**src/i2cm_pkg.sv**
```systemverilog
// ----------------------------------------------------------------------------
// i2cm_pkg
// Shared types and constants of the I2C master line engine: channel words,
// engine state, phase codes, command codes and bus timing.
// ----------------------------------------------------------------------------
package i2cm_pkg;

  // Command codes carried in the operation field
  localparam logic [2:0] OP_START    = 3'd0;
  localparam logic [2:0] OP_STOP     = 3'd1;
  localparam logic [2:0] OP_WRITE    = 3'd2;
  localparam logic [2:0] OP_WAIT_ACK = 3'd3;
  localparam logic [2:0] OP_READ     = 3'd4;

  // Configuration register indexes
  localparam logic CFG_TICKS_PER_US = 1'b0;
  localparam logic CFG_ACK_TIMEOUT  = 1'b1;

  // Configuration reset values
  localparam logic [7:0] TICKS_PER_US_RST = 8'd16;
  localparam logic [7:0] ACK_TIMEOUT_RST  = 8'd250;

  // Bus timing in microseconds
  localparam logic [7:0] START_STOP_US = 8'd4;
  localparam logic [7:0] HALF_BIT_US   = 8'd2;
  localparam logic [7:0] STEP_US       = 8'd1;

  // Number of data bits in one byte transfer
  localparam logic [3:0] BYTE_BITS = 4'd8;

  typedef enum logic [15:0] {
    PH_IDLE   = 16'h0001,
    PH_ST_A   = 16'h0002,
    PH_ST_B   = 16'h0004,
    PH_SP_A   = 16'h0008,
    PH_SP_B   = 16'h0010,
    PH_SP_C   = 16'h0020,
    PH_W_LOW  = 16'h0040,
    PH_W_HIGH = 16'h0080,
    PH_W_TAIL = 16'h0100,
    PH_A_REL  = 16'h0200,
    PH_A_RISE = 16'h0400,
    PH_A_POLL = 16'h0800,
    PH_R_LOW  = 16'h1000,
    PH_R_HIGH = 16'h2000,
    PH_K_LOW  = 16'h4000,
    PH_K_HIGH = 16'h8000
  } phase_t;

  typedef struct packed {
    logic       command_valid;
    logic [2:0] operation;
    logic [7:0] tx_byte;
    logic       send_ack;
    logic       sda_in;
  } in_word_t;

  typedef struct packed {
    logic       scl_level;
    logic       sda_level;
    logic       sda_drive;
    logic       busy_res;
    logic       done_res;
    logic [7:0] rx_byte;
    logic       ack_failed;
  } out_word_t;

  typedef struct packed {
    phase_t     phase;
    logic [2:0] pending_op;
    logic [3:0] bit_count;
    logic [7:0] prescale_count;
    logic [7:0] microsecond_count;
    logic [7:0] shift_byte;
    logic       ack_choice;
    logic       scl;
    logic       sda;
    logic       sda_drive;
    logic [7:0] rx;
    logic       ack_fail;
  } state_t;

endpackage

```
**src/i2cm_step.sv**
```systemverilog
// ----------------------------------------------------------------------------
// i2cm_step
// Next-state and result logic for one tick of the I2C master line engine.
// ----------------------------------------------------------------------------
module i2cm_step (
  input  i2cm_pkg::state_t    st_i,
  input  i2cm_pkg::in_word_t  word_i,
  input  logic [7:0]          ticks_per_us_i,
  input  logic [7:0]          ack_timeout_i,
  output i2cm_pkg::state_t    st_o,
  output i2cm_pkg::out_word_t res_o
);

  logic [7:0] tpu;
  logic [7:0] pc_inc;
  logic [7:0] mc_inc;
  logic [3:0] bc_inc;
  logic [7:0] wait_n;
  logic       timed;
  logic       tick;
  logic       expire;
  logic       done;
  i2cm_pkg::state_t nx;

  assign tpu    = (ticks_per_us_i == 8'd0) ? 8'd1 : ticks_per_us_i;
  assign pc_inc = st_i.prescale_count + 8'd1;
  assign mc_inc = st_i.microsecond_count + 8'd1;
  assign bc_inc = st_i.bit_count + 4'd1;
  assign tick   = (pc_inc >= tpu);
  assign expire = tick && (mc_inc >= wait_n);

  // Delay length of each timed phase
  always_comb begin
    timed  = 1'b1;
    wait_n = i2cm_pkg::HALF_BIT_US;
    case (st_i.phase)
      i2cm_pkg::PH_ST_A, i2cm_pkg::PH_ST_B,
      i2cm_pkg::PH_SP_A, i2cm_pkg::PH_SP_C: begin
        wait_n = i2cm_pkg::START_STOP_US;
      end
      i2cm_pkg::PH_SP_B, i2cm_pkg::PH_A_REL,
      i2cm_pkg::PH_A_RISE, i2cm_pkg::PH_R_HIGH: begin
        wait_n = i2cm_pkg::STEP_US;
      end
      i2cm_pkg::PH_W_LOW, i2cm_pkg::PH_W_HIGH, i2cm_pkg::PH_W_TAIL,
      i2cm_pkg::PH_R_LOW, i2cm_pkg::PH_K_LOW, i2cm_pkg::PH_K_HIGH: begin
        wait_n = i2cm_pkg::HALF_BIT_US;
      end
      default: begin
        timed = 1'b0;
      end
    endcase
  end

  always_comb begin
    nx   = st_i;
    done = 1'b0;

    // Advance the microsecond timer in every timed phase
    if (timed) begin
      nx.prescale_count    = tick ? 8'd0 : pc_inc;
      nx.microsecond_count = tick ? (expire ? 8'd0 : mc_inc) : st_i.microsecond_count;
    end

    case (st_i.phase)
      i2cm_pkg::PH_IDLE: begin
        if (word_i.command_valid && (word_i.operation <= i2cm_pkg::OP_READ)) begin
          nx.pending_op        = word_i.operation;
          nx.prescale_count    = 8'd0;
          nx.microsecond_count = 8'd0;
          nx.bit_count         = 4'd0;
          case (word_i.operation)
            i2cm_pkg::OP_START: begin
              nx.sda_drive = 1'b1;
              nx.sda       = 1'b1;
              nx.scl       = 1'b1;
              nx.phase     = i2cm_pkg::PH_ST_A;
            end
            i2cm_pkg::OP_STOP: begin
              nx.sda_drive = 1'b1;
              nx.scl       = 1'b0;
              nx.sda       = 1'b0;
              nx.phase     = i2cm_pkg::PH_SP_A;
            end
            i2cm_pkg::OP_WRITE: begin
              nx.sda_drive  = 1'b1;
              nx.scl        = 1'b0;
              nx.sda        = word_i.tx_byte[7];
              nx.shift_byte = {word_i.tx_byte[6:0], 1'b0};
              nx.phase      = i2cm_pkg::PH_W_LOW;
            end
            i2cm_pkg::OP_WAIT_ACK: begin
              nx.sda_drive = 1'b0;
              nx.sda       = 1'b1;
              nx.phase     = i2cm_pkg::PH_A_REL;
            end
            default: begin
              nx.sda_drive  = 1'b0;
              nx.sda        = 1'b1;
              nx.scl        = 1'b0;
              nx.shift_byte = 8'd0;
              nx.ack_choice = word_i.send_ack;
              nx.phase      = i2cm_pkg::PH_R_LOW;
            end
          endcase
        end
      end
      i2cm_pkg::PH_ST_A: begin
        if (expire) begin
          nx.sda   = 1'b0;
          nx.phase = i2cm_pkg::PH_ST_B;
        end
      end
      i2cm_pkg::PH_ST_B: begin
        if (expire) begin
          nx.scl   = 1'b0;
          nx.phase = i2cm_pkg::PH_IDLE;
          done     = 1'b1;
        end
      end
      i2cm_pkg::PH_SP_A: begin
        if (expire) begin
          nx.scl   = 1'b1;
          nx.phase = i2cm_pkg::PH_SP_B;
        end
      end
      i2cm_pkg::PH_SP_B: begin
        if (expire) begin
          nx.sda   = 1'b1;
          nx.phase = i2cm_pkg::PH_SP_C;
        end
      end
      i2cm_pkg::PH_SP_C: begin
        if (expire) begin
          nx.phase = i2cm_pkg::PH_IDLE;
          done     = 1'b1;
        end
      end
      i2cm_pkg::PH_W_LOW: begin
        if (expire) begin
          nx.scl   = 1'b1;
          nx.phase = i2cm_pkg::PH_W_HIGH;
        end
      end
      i2cm_pkg::PH_W_HIGH: begin
        if (expire) begin
          nx.scl   = 1'b0;
          nx.phase = i2cm_pkg::PH_W_TAIL;
        end
      end
      i2cm_pkg::PH_W_TAIL: begin
        if (expire) begin
          nx.bit_count = bc_inc;
          if (bc_inc >= i2cm_pkg::BYTE_BITS) begin
            nx.phase = i2cm_pkg::PH_IDLE;
            done     = 1'b1;
          end else begin
            nx.sda        = st_i.shift_byte[7];
            nx.shift_byte = {st_i.shift_byte[6:0], 1'b0};
            nx.phase      = i2cm_pkg::PH_W_LOW;
          end
        end
      end
      i2cm_pkg::PH_A_REL: begin
        if (expire) begin
          nx.scl   = 1'b1;
          nx.phase = i2cm_pkg::PH_A_RISE;
        end
      end
      i2cm_pkg::PH_A_RISE: begin
        if (expire) begin
          nx.phase = i2cm_pkg::PH_A_POLL;
        end
      end
      i2cm_pkg::PH_A_POLL: begin
        if (!word_i.sda_in) begin
          nx.scl               = 1'b0;
          nx.ack_fail          = 1'b0;
          nx.prescale_count    = 8'd0;
          nx.microsecond_count = 8'd0;
          nx.phase             = i2cm_pkg::PH_IDLE;
          done                 = 1'b1;
        end else begin
          nx.prescale_count = tick ? 8'd0 : pc_inc;
          if (tick) begin
            if (st_i.microsecond_count >= ack_timeout_i) begin
              // Timed out: flag and fall into the stop sequence
              nx.ack_fail          = 1'b1;
              nx.sda_drive         = 1'b1;
              nx.scl               = 1'b0;
              nx.sda               = 1'b0;
              nx.prescale_count    = 8'd0;
              nx.microsecond_count = 8'd0;
              nx.phase             = i2cm_pkg::PH_SP_A;
            end else begin
              nx.microsecond_count = mc_inc;
            end
          end
        end
      end
      i2cm_pkg::PH_R_LOW: begin
        if (expire) begin
          nx.scl        = 1'b1;
          nx.shift_byte = {st_i.shift_byte[6:0], word_i.sda_in};
          nx.phase      = i2cm_pkg::PH_R_HIGH;
        end
      end
      i2cm_pkg::PH_R_HIGH: begin
        if (expire) begin
          nx.scl       = 1'b0;
          nx.bit_count = bc_inc;
          if (bc_inc >= i2cm_pkg::BYTE_BITS) begin
            nx.rx        = st_i.shift_byte;
            nx.sda_drive = 1'b1;
            nx.sda       = ~st_i.ack_choice;
            nx.phase     = i2cm_pkg::PH_K_LOW;
          end else begin
            nx.phase = i2cm_pkg::PH_R_LOW;
          end
        end
      end
      i2cm_pkg::PH_K_LOW: begin
        if (expire) begin
          nx.scl   = 1'b1;
          nx.phase = i2cm_pkg::PH_K_HIGH;
        end
      end
      i2cm_pkg::PH_K_HIGH: begin
        if (expire) begin
          nx.scl   = 1'b0;
          nx.phase = i2cm_pkg::PH_IDLE;
          done     = 1'b1;
        end
      end
      default: begin
        nx.phase = i2cm_pkg::PH_IDLE;
      end
    endcase
  end

  assign st_o = nx;

  assign res_o.scl_level  = nx.scl;
  assign res_o.sda_level  = nx.sda_drive ? nx.sda : 1'b1;
  assign res_o.sda_drive  = nx.sda_drive;
  assign res_o.busy_res   = (nx.phase != i2cm_pkg::PH_IDLE);
  assign res_o.done_res   = done;
  assign res_o.rx_byte    = nx.rx;
  assign res_o.ack_failed = nx.ack_fail;

endmodule

```
**src/i2c_master_byte_engine_top.sv**
```systemverilog
// ----------------------------------------------------------------------------
// i2c_master_byte_engine_top
// I2C master line engine: one input word per bus tick, one result word back.
// ----------------------------------------------------------------------------
// Usage:
//   Each input word is one tick of the bus timebase: an optional command
//   (start, stop, write byte, wait acknowledge, read byte) plus the sampled
//   SDA level. Commands are taken only while the engine is idle.
//   Each accepted word yields exactly one result word with the SCL level,
//   SDA level and drive enable, busy, a done pulse, the last received byte
//   and the acknowledge-fail flag, all as they stand after that tick.
//   An accepted word waits in the input register; its result then moves to
//   the result register and out_data. Throughput: one word per cycle when
//   not stalled; the next word is taken while the previous one is evaluated.
//   The cycle is set by the single pass of the phase sequencer between the
//   input register and the result register.
//   Config: cfg_we writes cfg_data into register cfg_index (0 ticks per
//   microsecond, 1 acknowledge timeout); write only while idle.
//   Reset: synchronous, active low; engine idle, SCL and SDA high and
//   driven, configuration back to 16 ticks per microsecond and 250 us.
//   Stall: a stalled result holds; the input register then holds its word
//   and raises in_stall. No word is lost or repeated.
// ----------------------------------------------------------------------------
module i2c_master_byte_engine_top (
  input  logic                clk,
  input  logic                rst_n,
  input  logic                in_valid,
  output logic                in_stall,
  input  i2cm_pkg::in_word_t  in_data,
  output logic                out_valid,
  input  logic                out_stall,
  output i2cm_pkg::out_word_t out_data,
  input  logic                cfg_we,
  input  logic                cfg_index,
  input  logic [7:0]          cfg_data
);

  logic                in_v_r;
  i2cm_pkg::in_word_t  in_d_r;
  logic                out_v_r;
  i2cm_pkg::out_word_t out_d_r;
  i2cm_pkg::state_t    st_r;
  i2cm_pkg::state_t    st_nxt;
  i2cm_pkg::out_word_t res_nxt;
  logic [7:0]          ticks_per_us_r;
  logic [7:0]          ack_timeout_r;
  logic                advance;
  logic                fire;

  // Result slot is free, or its word leaves this cycle
  assign advance  = !out_v_r || !out_stall;
  assign in_stall = in_v_r && !advance;
  assign fire     = in_v_r && advance;

  assign out_valid = out_v_r;
  assign out_data  = out_d_r;

  // Configuration registers
  always_ff @(posedge clk) begin
    if (!rst_n) begin
      ticks_per_us_r <= i2cm_pkg::TICKS_PER_US_RST;
      ack_timeout_r  <= i2cm_pkg::ACK_TIMEOUT_RST;
    end else if (cfg_we) begin
      if (cfg_index == i2cm_pkg::CFG_TICKS_PER_US) begin
        ticks_per_us_r <= cfg_data;
      end else begin
        ack_timeout_r <= cfg_data;
      end
    end
  end

  // Input register: load when empty or when its word moves on
  always_ff @(posedge clk) begin
    if (!rst_n) begin
      in_v_r <= 1'b0;
    end else if (!in_stall) begin
      in_v_r <= in_valid;
    end
  end

  always_ff @(posedge clk) begin
    if (!in_stall && in_valid) begin
      in_d_r <= in_data;
    end
  end

  i2cm_step u_step (
    .st_i           (st_r),
    .word_i         (in_d_r),
    .ticks_per_us_i (ticks_per_us_r),
    .ack_timeout_i  (ack_timeout_r),
    .st_o           (st_nxt),
    .res_o          (res_nxt)
  );

  // Engine state: advance once per evaluated tick
  always_ff @(posedge clk) begin
    if (!rst_n) begin
      st_r.phase             <= i2cm_pkg::PH_IDLE;
      st_r.pending_op        <= 3'd0;
      st_r.bit_count         <= 4'd0;
      st_r.prescale_count    <= 8'd0;
      st_r.microsecond_count <= 8'd0;
      st_r.shift_byte        <= 8'd0;
      st_r.ack_choice        <= 1'b0;
      st_r.scl               <= 1'b1;
      st_r.sda               <= 1'b1;
      st_r.sda_drive         <= 1'b1;
      st_r.rx                <= 8'd0;
      st_r.ack_fail          <= 1'b0;
    end else if (fire) begin
      st_r <= st_nxt;
    end
  end

  // Result register: hold while stalled
  always_ff @(posedge clk) begin
    if (!rst_n) begin
      out_v_r <= 1'b0;
    end else if (advance) begin
      out_v_r <= in_v_r;
    end
  end

  always_ff @(posedge clk) begin
    if (fire) begin
      out_d_r <= res_nxt;
    end
  end

endmodule

```
**config.mk**
```make
export PLATFORM = sky130hd
export DESIGN_NAME = i2c_master_byte_engine_top
export DESIGN_NICKNAME = d
export VERILOG_FILES = /design/src/i2cm_pkg.sv /design/src/i2cm_step.sv /design/src/i2c_master_byte_engine_top.sv
export SDC_FILE = /design/constraint.sdc
export NUM_CORES = 1
export LEC_CHECK = 0
export BUFFER_PORTS_ARGS = -buffer_cell sky130_fd_sc_hd__buf_2
export CAP_MARGIN = 30
export CORE_MARGIN = 3
export CORE_UTILIZATION = 61
export CTS_CLUSTER_SIZE = 25
export DETAILED_ROUTE_END_ITERATION = 12
export PLACE_DENSITY = 0.8
export SYNTH_ARGS = -nofsm -noshare
export SYNTH_HDL_FRONTEND = slang
export SYNTH_SLANG_ARGS = --single-unit
```
**constraint.sdc**
```tcl
create_clock -name clk -period 4.5 [get_ports clk]
set_clock_uncertainty 0.2 [all_clocks]
set_input_delay 0.675 -clock clk [delete_from_list [all_inputs] [get_ports clk]]
set_output_delay 0.675 -clock clk [all_outputs]
set_load 0.005 [all_outputs]
```
==> results of run 1 <==
kinds of logic after synthesis:
family,share of synthesized area (%)
AO/OA/AOI/OAI,18.8
multiplexers,3.43
flip-flops,38.0
buffers and inverters,4.75
adder cells (fa/ha/maj),4.47
XOR/XNOR,2.13
AND/OR/NAND/NOR,28.4
sequential cells by signal, summed over array words and instances, names as in the netlist:
register,flops
out_data,14
ticks_per_us_r,8
in_v_r,1
ack_timeout_r,8
in_d_r,14
out_valid,1
st_r,57
per-layer routing:
layer,GRT usage [%],wire length (um),vias up
met5,0,0,-
met4,15.2,663,0
met3,4.92,1200,60
met2,46.7,7560,240
met1,40.3,6890,2728
li1,-,-,2736
synthesized netlist by cell type (11+ instances only):
master / n / share of area [%]
nor2b_1: 29 / 2.9
nor2_1: 62 / 3.8
dfxtp_1: 75 / 24
o21ai_0: 28 / 2.3
nor3_1: 17 / 1.4
clkbuf_1: 38 / 2.3
o21a_1: 12 / 1.5
ha_1: 22 / 4.5
and3_1: 11 / 1.1
a21oi_1: 29 / 2.4
o21ai_1: 16 / 1.3
edfxtp_1: 28 / 14
nand2_1: 95 / 5.8
mux2i_1: 11 / 1.8
a21boi_0: 13 / 1.6
inv_1: 22 / 1.3
nand3_1: 27 / 2.2
nand4_1: 14 / 1.4
nor4b_1: 12 / 1.7
worst reg2reg max path, stage by stage, from the launching register on:
cell	delay, ns
dfxtp_1	0.40
nor4_2	0.41
nand3_1	0.23
nor4_2	0.33
nor2_1	0.12
inv_1	0.08
ha_1	0.22
nand2b_1	0.14
a21o_1	0.17
a211oi_1	0.34
a31oi_2	0.27
buf_4	0.26
a21oi_1	0.22
o21ai_1	0.14
a41o_1	0.27
nand3_1	0.07
power by group:
part	switching (mW)	total, mW	internal [mW]
Combinational	0.125	0.204	0.0786
Clock	0.348	0.565	0.216
Sequential	0.0217	1.01	0.987
repair_timing:
item | in CTS | in global routing
resized for setup | 0 | 2
hold endpoints to repair | 0 | 0
endpoints found under the setup margin | 0 | 2
hold buffers | 0 | 0
worst min path at each step:
stage / to / slack, ns / depth (start not counted)
after floorplan: st_r[9]$_SDFFE_PN1P_ / 0.24 / 2
after global placement: st_r[9]$_SDFFE_PN1P_ / 0.25 / 2
after detailed placement: ack_timeout_r[2]$_SDFFE_PN0P_ / 0.27 / 2
after CTS: in_d_r[2]$_DFFE_PP_ / 0.24 / 1
after global routing: in_d_r[2]$_DFFE_PP_ / 0.24 / 1
final: in_d_r[4]$_DFFE_PP_ / 0.26 / 1
cell type report:
type	count	area share [%]
multi-input combinational	563	52.7
sequential	103	34.8
timing repair buffer	67	5.87
tap	133	2.47
clock buffer	9	1.84
inverter	23	1.28
clock inverter	7	1.04
==> run_results.csv, run 1 <==
group,metric,value,unit
status,status,"complete, no violations",
global_route,grt_start_max_net_pins,57,
critical_path,worstPathMaxFanout,10,
layout,final_common_cell,"nand2_1",
critical_path,r2r-end,"out_data[12]$_SDFFCE_PN1P_",
power,fin_total_pwr,1.78,mW
layout,drive_gt1_share,14.4,%
layout,final_cells,905,
clock_tree,cts_tree,"yes",
power,p_leak,2.65,nW
timing,hold_violations,0,
yosys,ys_ff_latch,103,
yosys,synth_edf_count,28,
critical_path,critPathBufInv,2,
timing,fin_crit,4.01,ns
global_route,grt_pass1_vias,5392,
layout,n_antenna_cell,0,
place,hpwl,12200,um
global_route,grt_pass1_wl,27100,um
critical_path,worstSetupPathType,"reg -> reg",
layout,nets,817,
drt,firstDrtPassIters,6,
yosys,synthArstFlopShare,0,%
layout,design_area,0.00674,mm2
clock_tree,cts_sinks,103,
timing,worstMarginPinSlew,0.918,ns
clock_tree,cts-buffers-inserted,9,
drt,ant_nets,0,
timing,fmax,0.250,GHz
critical_path,crit_path_max_incr_delay,0.41,ns
worst_hold_path,hold_path_class,"in -> reg",
floorplanning,die_area,0.0113,mm2
yosys,synth_area,0.00616,mm2
job,drv_cap,0,
layout,fin_util,68.6,%
place,portBuffers,43,
layout,final_cell_mix,"95 x nand2_1, 75 x dfxtp_1, 62 x nor2_1, 43 x buf_2",
floorplanning,start_util,62.8,%
layout,area_growth,9.26,%
global_route,grt-ovfl-total,0,
floorplanning,die_x,107,um
floorplanning,io_pins,44,
clock_tree,cts_max_path_buffers,2,
floorplanning,rows,36,
yosys,synth_ff_type,"dfxtp_1",
floorplanning,coreArea,0.00982,mm2
critical_path,cp.arrival,4.05,ns
yosys,postSynthAreaPerCell,8.35,um2
timing,finalSetupTns,0,ns
timing,rsz0062_at_grt,"no",
timing,post-route-period-util,89.1,%
place,place.gp.congestion,1.00,
critical_path,worstSetupEndpointType,"register",
clock_tree,postCtsSetupRepairBufs,0,
critical_path,cpMaxStageDelayCell,"nor4_2",
power,powerDensity,264,mW/mm2
global_route,grt_util_all_layers,30.0,%
critical_path,required,4.54,ns
critical_path,critPathTopFamily,"compound AO/OA/AOI/OAI gates",
critical_path,start_kind,"register",
critical_path,path_cells,"nor4_2, nand3_1, nor4_2, nor2_1, inv_1, ha_1, nand2b_1, a21o_1, a211oi_1, a31oi_2, buf_4, a21oi_1, o21ai_1, a41o_1, nand3_1",
critical_path,rr_worst_depth,15,
clock_tree,htree_levels,3,
yosys,yosysSeqAreaShare,38.0,%
power,ir_drop,0.194,mV
layout,multi_input_area,0.00355,mm2
yosys,yosysUniqueCellTypes,70,
timing,maxSlewHeadroom,37.9,%
clock_tree,clkLatencyLatePin,0.38,ns
worst_hold_path,min-delay-start,"in_data[4]",
drt,wire_per_inst,18.0,um
place,dp.cells,889,
place,place_ws,0.474,ns
floorplanning,dieHeight,107,um
critical_path,critPathCapture,"out_data[12]$_SDFFCE_PN1P_",
yosys,synthesis.instances,738,
drt,drt_wl_total,16300,um
clock_tree,clkSlewWorstSetupHoldPaths,0.11,ns
layout,seqCellArea,0.00234,mm2
global_route,antenna_found_initial,0,
critical_path,r2r-start,"st_r[56]$_SDFFE_PN0P_",
drt,vias,5764,
critical_path,crit_cells,15,
clock_tree,root_buffer,"clkbuf_8",
yosys,synth_warnings,0,
layout,fillers,845,
yosys,syn_nets,788,
timing,finalWorstSetupSlack,0.492,ns
critical_path,r2r_slack,0.49,ns
timing,slew_viol_final,0,
place,dpl-instance-area,0.00653,mm2
drt,vias_per_cell,6.37,
timing,whs,0.255,ns
drt,drc_errors,0,
critical_path,crit_start,"st_r[56]$_SDFFE_PN0P_",
drt,drt_iter0_drc,631,
timing,setup_violations,0,
(Power assumes the default switching activity.)
==> inputs of run 2 (changes only) <==
--- a/config.mk
+++ b/config.mk
@@ -11,6 +11,7 @@
 export CORE_UTILIZATION = 61
 export CTS_CLUSTER_SIZE = 25
 export DETAILED_ROUTE_END_ITERATION = 12
+export MAX_ROUTING_LAYER = met4
 export PLACE_DENSITY = 0.8
 export SYNTH_ARGS = -nofsm -noshare
 export SYNTH_HDL_FRONTEND = slang
==> run 2 against run 1 <==
Effect of this change: first-iteration DRC count fell by 14%; clock-buffer cell count rose by 1; largest cell class unchanged; critical endpoint is now st_r[5]$_SDFFE_PN0P_; register-to-register slack got worse by 0.15 ns; global-route usage barely moved; clock power fell by 2%; critical path depth did not move; largest power group unchanged; routed wire length rose by 0.30%; non-clock buffer count fell by 1; power fell by 0.47%; core utilization fell by 0.18 points.
==> run_results.csv, run 2 (synthesis gave the netlist of run 1 again) <==
group,metric,value,unit
status,status,"complete, no violations",
place,hpwl,12100,um
critical_path,cp.arrival,4.25,ns
drt,wire_per_inst,18.1,um
global_route,grt_pass1_vias,5341,
floorplanning,coreArea,0.00982,mm2
floorplanning,die_area,0.0113,mm2
floorplanning,io_pins,44,
critical_path,path_cells,"buf_4, nor4_1, nand3_1, nor4_2, nor2_1, inv_1, ha_1, nand2b_1, a21o_1, a211oi_1, a31oi_2, nand2_1, mux2_2, nor2_1, nor3b_1",
layout,final_cell_mix,"95 x nand2_1, 75 x dfxtp_1, 62 x nor2_1, 43 x buf_2",
layout,multi_input_area,0.00356,mm2
place,portBuffers,43,
place,place.gp.congestion,0.995,
critical_path,cpMaxStageDelayCell,"nand2_1",
timing,rsz0062_at_grt,"no",
timing,fin_crit,4.16,ns
clock_tree,cts-buffers-inserted,9,
timing,whs,0.249,ns
drt,firstDrtPassIters,5,
worst_hold_path,hold_path_class,"in -> reg",
drt,ant_nets,0,
layout,design_area,0.00672,mm2
clock_tree,root_buffer,"clkbuf_8",
layout,area_growth,8.97,%
drt,drt_iter0_drc,540,
timing,hold_violations,0,
layout,drive_gt1_share,14.3,%
place,dpl-instance-area,0.00652,mm2
timing,maxSlewHeadroom,36.8,%
global_route,grt_util_all_layers,30.0,%
global_route,antenna_found_initial,0,
global_route,grt-ovfl-total,0,
critical_path,critPathBufInv,2,
clock_tree,htree_levels,3,
power,powerDensity,263,mW/mm2
clock_tree,cts_resized,0,
drt,drc_errors,0,
global_route,grt_start_max_net_pins,53,
critical_path,required,4.59,ns
timing,slew_viol_final,0,
layout,nets,816,
floorplanning,die_x,107,um
layout,seqCellArea,0.00234,mm2
place,place_ws,0.258,ns
clock_tree,cts_sinks,103,
power,ir_drop,0.301,mV
place,dp.cells,888,
layout,final_common_cell,"nand2_1",
timing,finalWorstSetupSlack,0.341,ns
timing,post-route-period-util,92.4,%
clock_tree,cts_hold_buffers,0,
floorplanning,dieHeight,107,um
drt,drt_wl_total,16400,um
timing,setup_violations,0,
clock_tree,cts_tree,"yes",
floorplanning,rows,36,
critical_path,start_kind,"register",
clock_tree,cts_max_path_buffers,2,
layout,fillers,830,
layout,final_cells,904,
layout,largest_register_ffs,57,
power,p_leak,2.65,nW
job,drv_cap,0,
timing,fmax,0.240,GHz
floorplanning,start_util,62.8,%
drt,vias_per_cell,6.32,
layout,top_register,"st_r",
critical_path,worstPathMaxFanout,10,
drt,vias,5715,
critical_path,worstSetupPathType,"reg -> reg",
critical_path,worstSetupEndpointType,"register",
timing,worstMarginPinSlew,0.940,ns
global_route,grt_pass1_wl,26400,um
clock_tree,postCtsSetupRepairBufs,0,
clock_tree,clkLatencyLatePin,0.39,ns
critical_path,cp_common_cell,"nor2_1",
critical_path,crit_path_max_incr_delay,0.42,ns
layout,n_antenna_cell,0,
critical_path,critPathTopFamily,"simple AND/OR/NAND/NOR gates",
clock_tree,clkSlewWorstSetupHoldPaths,0.11,ns
timing,finalSetupTns,0,ns
run 2: where the power goes:
part / internal (mW) / switching (mW)
Clock: 0.212 / 0.344
Sequential: 0.987 / 0.0216
Combinational: 0.0789 / 0.126
run 2: routing by layer:
| metal | part of all wire [%] | GRT usage, % |
|---|---|---|
| met5 | 0 | - |
| met4 | 4.2 | 14.0 |
| met3 | 6.9 | 5.77 |
| met2 | 46 | 45.3 |
| met1 | 43 | 39.0 |
run 2: area by class of cell:
cell class | instances | share of cell area, %
Multi-Input combinational cell | 563 | 52.9
Clock inverter | 6 | 0.764
Timing Repair Buffer | 66 | 5.77
Tap cell | 133 | 2.48
Sequential cell | 103 | 34.9
Inverter | 23 | 1.29
Clock buffer | 10 | 1.90
run 2: path summary, 6_finish.rpt:
path | startpoint | end | slack [ns] | cells after the start
setup / recovery | st_r[48]$_SDFFE_PN0P_ | st_r[5]$_SDFFE_PN0P_ | 0.34 | 15
hold / removal | in_data[5] | in_d_r[5]$_DFFE_PP_ | 0.25 | 1
setup reg to reg | st_r[48]$_SDFFE_PN0P_ | st_r[5]$_SDFFE_PN0P_ | 0.34 | 15
hold reg to reg | ticks_per_us_r[1]$_SDFFE_PN0P_ | ticks_per_us_r[1]$_SDFFE_PN0P_ | 0.28 | 2
run 2: stage by stage:
step / total power [mW] / util [%]
floorplan: 1.16 / -
global placement: 1.22 / 66.3
detailed placement: 1.23 / 66.4
CTS: 1.78 / 68.2
global route: 1.83 / 68.4
finish: 1.77 / 68.4
==> inputs of run 3 (changes only) <==
==> constraint.sdc (replaced) <==
create_clock -name clk -period 4.7 [get_ports clk]
set_clock_uncertainty 0.2 [all_clocks]
set_input_delay 0.705 -clock clk [delete_from_list [all_inputs] [get_ports clk]]
set_output_delay 0.705 -clock clk [all_outputs]
set_load 0.005 [all_outputs]
==> run 3 against run 2 <==
Effect of this change: clock-buffer cell count rose by 1; global-route usage increased by 1.9 points; critical path type unchanged; clock power fell by 3%.
==> run_results.csv, run 3 (synthesis gave the netlist of run 1 again) <==
group,metric,value,unit
drt,drc_errors,0,
timing,hold_violations,0,
critical_path,critPathBufInv,0,
global_route,grt_util_all_layers,31.8,%
job,drv_cap,0,
critical_path,start_kind,"register",
clock_tree,cts_sinks,103,
critical_path,r2r_slack,0.37,ns
floorplanning,rows,36,
layout,nets,818,
layout,final_cell_mix,"95 x nand2_1, 75 x dfxtp_1, 62 x nor2_1, 43 x buf_2",
place,place.gp.congestion,1.02,
critical_path,cp.arrival,4.42,ns
clock_tree,clkSlewWorstSetupHoldPaths,0.11,ns
clock_tree,htree_levels,3,
critical_path,worstSetupPathType,"reg -> reg",
floorplanning,dieHeight,107,um
timing,fin_crit,4.33,ns
timing,finalWorstSetupSlack,0.369,ns
clock_tree,root_buffer,"clkbuf_8",
drt,vias,5755,
timing,post-route-period-util,92.1,%
critical_path,rr_worst_depth,13,
place,place_ws,0.452,ns
floorplanning,io_pins,44,
timing,maxSlewHeadroom,35.1,%
layout,n_antenna_cell,0,
global_route,grt_pass1_vias,5448,
layout,top_register,"st_r",
worst_hold_path,hold_path_depth,2,
drt,vias_per_cell,6.35,
floorplanning,start_util,62.8,%
global_route,antenna_found_initial,0,
critical_path,r2r-start,"st_r[56]$_SDFFE_PN0P_",
worst_hold_path,min_to,"ticks_per_us_r[7]$_SDFFE_PN0P_",
layout,final_common_cell,"nand2_1",
layout,fin_util,68.4,%
critical_path,r2r-end,"st_r[18]$_SDFFE_PN0P_",
timing,finalSetupTns,0,ns
floorplanning,die_area,0.0113,mm2
drt,wire_per_inst,18.8,um
status,status,"complete, no violations",
clock_tree,postCtsSetupRepairBufs,0,
place,dp.cells,890,
critical_path,path_cells,"or4_1, nor3_1, o211ai_1, o21a_1, nand2_1, ha_1, a21o_1, a211oi_1, a31oi_2, a21oi_1, nand2b_1, mux2i_1, nor2b_1",
power,ir_drop,0.268,mV
critical_path,worstSetupEndpointType,"register",
timing,setup_violations,0,
worst_hold_path,min-delay-start,"ticks_per_us_r[7]$_SDFFE_PN0P_",
global_route,grt_start_max_net_pins,75,
global_route,grt-ovfl-total,0,
clock_tree,cts_resized,0,
layout,drive_gt1_share,14.1,%
power,combPwrFrac,11.5,%
power,p_leak,2.65,nW
power,power_frac_clock,31.8,%
timing,rsz0062_at_grt,"no",
clock_tree,clkLatencyLatePin,0.39,ns
clock_tree,cts_tree,"yes",
global_route,grt_pass1_wl,27800,um
place,portBuffers,43,
floorplanning,coreArea,0.00982,mm2
critical_path,crit_path_max_incr_delay,0.64,ns
power,internal_power,1.22,mW
layout,area_growth,8.95,%
critical_path,worstPathMaxFanout,12,
power,p_sw_share,28.2,%
clock_tree,cts_max_path_buffers,2,
timing,worstMarginPinSlew,0.960,ns
drt,drt_wl_total,17000,um
timing,whs,0.275,ns
place,hpwl,12400,um
worst_hold_path,hold_path_class,"reg -> reg",
place,dpl-instance-area,0.00653,mm2
power,fin_total_pwr,1.70,mW
layout,largest_register_ffs,57,
floorplanning,die_x,107,um
power,powerDensity,254,mW/mm2
critical_path,critPathTopFamily,"simple AND/OR/NAND/NOR gates",
critical_path,required,4.79,ns
clock_tree,cts-buffers-inserted,9,
drt,drt_iter0_drc,637,
layout,fillers,841,
critical_path,cpMaxStageDelayCell,"or4_1",
timing,slew_viol_final,0,
timing,fmax,0.231,GHz
layout,final_cells,906,
layout,design_area,0.00672,mm2
clock_tree,cts_hold_buffers,0,
power,pwr-share-seq,56.7,%
drt,firstDrtPassIters,6,
drt,ant_nets,0,
power,power.switching,481,uW
[run 3: changes by cell type in the layout (fill, tap and decap cells not counted), sizes merged]
cell	delta
inv	-2
clkbuf	+1
clkinv	+1
buf	+2
[run 3: worst max-delay path by stage]
stage          slack (ns)             startpoint  depth (start not counted)                    endpoint
6_report             0.37  st_r[56]$_SDFFE_PN0P_                         13       st_r[18]$_SDFFE_PN0P_
2_1_floorplan        0.65  st_r[48]$_SDFFE_PN0P_                         15  out_data[12]$_SDFFCE_PN1P_
3_3_place_gp         0.65  st_r[56]$_SDFFE_PN0P_                         14       st_r[37]$_SDFFE_PN0P_
4_1_cts              0.43  st_r[56]$_SDFFE_PN0P_                         13       st_r[18]$_SDFFE_PN0P_
5_1_grt              0.07  st_r[56]$_SDFFE_PN0P_                         13       st_r[16]$_SDFFE_PN0P_
3_5_place_dp         0.45  st_r[56]$_SDFFE_PN0P_                         13       st_r[18]$_SDFFE_PN0P_
[run 3: final cells by class]
cell class              count  area (um2)  area share [%]
clock inverters             5        51.3           0.764
clock buffers              11         131            1.96
inverters                  23        86.3            1.29
well taps                 133         166            2.48
multi-input cells         563        3540            52.6
flip-flops and latches    103        2340            34.9
repair buffers             68         403            6.00
[run 3: layer usage]
| metal | wire length [um] | part of all wire (%) | GRT usage (%) |
|---|---|---|---|
| met1 | 7200 | 42 | 41.6 |
| met3 | 1280 | 7.5 | 5.10 |
| met4 | 624 | 3.7 | 14.2 |
| met2 | 7920 | 47 | 49.0 |
| met5 | 0 | 0 | - |
[run 3: power by group through the flow]
stage / clock [mW] / combinational (mW) / sequential (mW)
after floorplan: 0 / 0.132 / 0.976
after global placement: 0 / 0.184 / 0.984
after detailed placement: 0 / 0.191 / 0.986
after CTS: 0.550 / 0.192 / 0.965
after global routing: 0.583 / 0.215 / 0.970
final: 0.542 / 0.196 / 0.966
[run 3: worst min-delay path: stages (launching register included)]
cell	delay (ns)
dfxtp_1	0.32
nand2_1	0.05
a21boi_0	0.06
